--- config.mk ---
export PLATFORM = sky130hd
export DESIGN_NAME = bpa_ram
export DESIGN_NICKNAME = d
export VERILOG_FILES = /design/src/hdl/bpa_ram.sv
export SDC_FILE = /design/constraint.sdc
export NUM_CORES = 2
export LEC_CHECK = 0
export BUFFER_PORTS_ARGS = -buffer_cell sky130_fd_sc_hd__buf_2
export CAP_MARGIN = 0
export CORE_ASPECT_RATIO = 1.4
export CORE_MARGIN = 2
export CORE_UTILIZATION = 55
export DETAILED_ROUTE_END_ITERATION = 7
export PLACE_DENSITY = 0.81
export RECOVER_POWER = 25
export SLEW_MARGIN = 0
export SYNTH_ARGS = -nofsm -noshare
export SYNTH_HDL_FRONTEND = slang
export SYNTH_SLANG_ARGS = --single-unit
--- constraint.sdc ---
create_clock -name clock -period 2.7 [get_ports clock]
set_clock_uncertainty 0.1 [all_clocks]
set_input_delay 0.135 -clock clock [delete_from_list [all_inputs] [get_ports clock]]
set_output_delay 0.135 -clock clock [all_outputs]
set_load 0.05 [all_outputs]
--- src/hdl/bpa_ram.sv ---
// ----------------------------------------------------------------------------
// bpa_ram
// generic simple dual port ram, one write and one registered read per cycle
// ----------------------------------------------------------------------------
module bpa_ram #(
   parameter int WIDTH = 8,
   parameter int DEPTH = 256
) (
   input  logic                     clock,
   input  logic                     wr_en,
   input  logic [$clog2(DEPTH)-1:0] wr_addr,
   input  logic [WIDTH-1:0]         wr_data,
   input  logic [$clog2(DEPTH)-1:0] rd_addr,
   output logic [WIDTH-1:0]         rd_data
);

   logic [WIDTH-1:0] mem_ff [DEPTH];
   logic [WIDTH-1:0] rd_data_ff;

   always_ff @(posedge clock) begin
      if (wr_en) begin
         mem_ff[wr_addr] <= wr_data;
      end
      rd_data_ff <= mem_ff[rd_addr];
   end

   assign rd_data = rd_data_ff;

endmodule

==> summary.md <==
| Metric | Value |
|---|---|
| Status | finished, violations left |
| Failing checks | capacitance limit, slew limit |
| Pint | 49.7 mW |
| LEAKAGE | 29.6 nW |
| Longest Clk Path Bufs | 3 |
| Primary FF master, synth | edfxtp_1 |
| Global Route Usage Sum | 0.290 |
| Ys async rst share | 0 |
| Global-route wire length before repair | 307000 µm |
| Die area | 148000 µm² |
| Synthesized flop and latch total | 2056 |
| Net Sw Power | 13.5 mW |
| Synth Cell Area | 79600 µm² |
| Placed insts | 6097 |
| Post-Synthesis Cells | 3733 |
| Clock root buffer | clkbuf_16 |
| Max-slew headroom | -0.542 |
| DR vias/cell | 6.71 |
| Clock slew at reported path FFs | 70 ps |
| Total CTS buffers | 169 |
| Post-Syn Area per Cell | 21.3 µm² |
| Dpl hpwl | 131000 µm |
| # rows | 165 |
| CP arrival | 3080 ps |
| Crit Path Max Fanout | 80 |
| Pwr/cell area | 687 nW/µm² |
| Dpl cell area | 86500 µm² |
| Iter 0 DRT Violations | 6382 |
| Final hold vios | 0 |
| Ports | 34 |
| Max Slew Vio Count | 556 |
| Die width | 325 µm |
| Final cell count without fillers | 6424 |
| Clock Power Share | 0.383 |
| Crit end category | flop |
| Starting density of the core | 0.552 |
| Final ANT Viol Nets | 0 |
| WL/cell | 33.1 µm |
| Fin nets | 4390 |
| Synth warn | 0 |
| Worst-Skew Late Latency | 830 ps |
| Final worst-path cycle share | 0.980 |
| Final Cell Area | 92000 µm² |
| Core Area | 144000 µm² |
| Number of global-route vias before repair | 44177 |
| Min Tclk post-route | 2650 ps |
| Peak VDD IR | 623 µV |
| CP cell instances | dlygate4sd3_1 > clkbuf_2 > clkbuf_4 |
| Hold WC Path Type | input port to flop |
| Startpoint types | input port |
| Sw Share | 0.214 |
| Sequential fraction of design power | 0.557 |
| Yosys cell types | 55 |
| Share of post-route cells with drive strength above 1 | 0.309 |
| Routed via count | 43132 |
| Worst path slowest cell | clkbuf_2 |
| Setup CP Type | input port to flop |
| Post-synthesis sequential area ratio | 0.775 |
| Remaining global-route overflow | 0 |
| WHS | 64.3 ps |
| Initial antenna violation count | 8 |
| Fmax | 378 MHz |
| CTS tree | yes |
| Area grow syn2layout | 15.7% |
| DRT Pass-1 Iters | 6 |
| EDFF count, synth | 2048 |
| Syn_nets | 3759 |
| Die Y | 454 µm |
| Clk sinks | 2056 |
| Commonest non-fill, non-tap cell in the layout | edfxtp_1 |
| Max_cap viols | 8 |
| RSZ-0062 raised after global routing | false |
| Most frequent cells in the layout | edfxtp_1 (2048), buf_4 (571), mux4_2 (454) |
| Port Buffer Count | 33 |
| Combinational Power Share | 0.060 |
| Final setup vio count | 0 |
| Post-CTS Setup Repair Bufs | 0 |
| RD Place Congestion | 0.960 |
| Total power | 63.2 mW |
| Slowest Stage Delay on Critical Path | 1470 ps |
| Detailed-route DRC error count | 0 |
| Final WL | 212000 µm |
| Required @ worst endpoint | 3130 ps |
| Transition time at the pin with the least slew margin | 2310 ps |
| Max H-tree Level | 4 |
| Pin count of the biggest net entering global routing | 93 |
[worst max-delay path: cells and delay by family]
kind / cells / cell delay, ps
buffers and inverters: 3 / 2800
[cell usage after synthesis (2+ instances only)]
cell type	count	area share
mux4_1	2	0.00066
o21ai_0	10	0.00063
a31oi_1	2	0.00016
a22o_1	8	0.00088
o22ai_1	28	0.0022
nand3_1	34	0.0021
and2_1	6	0.00047
or2_2	4	0.00031
mux2i_1	134	0.017
nand2_1	33	0.0016
buf_6	21	0.0030
dfxtp_1	8	0.0020
buf_2	31	0.0020
a211oi_1	16	0.0015
and3b_1	2	0.00022
nor2_1	282	0.013
nor4_1	24	0.0019
a311oi_1	2	0.00022
nand3b_1	2	0.00019
nand2b_1	8	0.00063
nor2b_1	31	0.0024
nand4_1	10	0.00079
a2111oi_0	2	0.00022
buf_12	8	0.0020
a21oi_1	96	0.0060
o221ai_1	46	0.0051
buf_4	27	0.0025
buf_8	13	0.0025
o21ai_1	2	0.00013
nor4_2	3	0.00047
nor3_1	22	0.0014
clkbuf_1	111	0.0052
buf_1	22	0.0010
o211ai_1	10	0.00094
mux4_2	454	0.13
o22a_1	5	0.00055
o32ai_1	4	0.00044
a22oi_1	133	0.013
a2111oi_1	2	0.00025
edfxtp_1	2048	0.77
a221oi_1	13	0.0014
[registers in the layout, summed over array words and instances, names as in the netlist]
register  cells
rd_data       8
mem_ff     2048
[layer usage]
metal  share of wire  wire length (µm)  GRT usage
met5         0.00018                39          0
met4           0.076             16200      0.186
met3            0.11             23700     0.0674
met2            0.50            107000      0.489
met1            0.31             65800      0.336
[path summary, 6_finish.rpt]
| kind | from | endpoint | slack [ps] | cells after the start |
|---|---|---|---|---|
| min reg2reg | mem_ff[32][5]$_DFFE_PP_ | rd_data[5]$_DFF_P_ | 1070 | 6 |
| max reg2reg | mem_ff[110][3]$_DFFE_PP_ | rd_data[3]$_DFF_P_ | 60 | 8 |
| min | wr_addr[5] | mem_ff[115][7]$_DFFE_PP_ | 60 | 4 |
| max | wr_data[0] | mem_ff[27][0]$_DFFE_PP_ | 50 | 3 |
[power groups by stage]
stage	logic (mW)	clock network (mW)	registers (mW)
finish	3.79	24.2	35.2
CTS	3.73	24.3	35.2
global route	3.90	25.3	35.2
detailed placement	3.64	0	35.9
floorplan	1.71	0	36.0
global placement	3.55	0	35.9
[cell families (layout without fill, tap and decap cells)]
| family | count (synthesis) | after routing | share of synthesized area |
|---|---|---|---|
| AND/OR/NAND/NOR | 466 | 466 | 0.0263 |
| other | 0 | 9 | 0 |
| multiplexers | 591 | 591 | 0.146 |
| flip-flops | 2056 | 2056 | 0.775 |
| AO/OA/AOI/OAI | 385 | 385 | 0.0342 |
| buffers and inverters | 235 | 997 | 0.0183 |
[stage by stage]
stage	worst slack (ps)	setup TNS, ps	util
finish	54.5	0	0.639
global placement	-585	-2810	0.600
CTS	31.0	0	0.639
global route	3.97	0	0.638
floorplan	527	0	-
detailed placement	-583	-2780	0.600
[layout make-up]
type	instances	area, µm²
diodes	9	22.5
clock buffers	198	4380
clock inverters	104	1010
fillers	8821	52100
inverters	2	7.51
multi-input cells	1442	16500
flip-flops and latches	2056	61700
well taps	1920	2400
repair buffers	693	6000
[timing repair]
action,in CTS,in global routing
gates resized for setup,5,4
endpoints found under the hold margin,687,0
pin swaps,0,1
hold buffers,16,0
setup endpoints to repair,4,3
(Power assumes the default switching activity.)
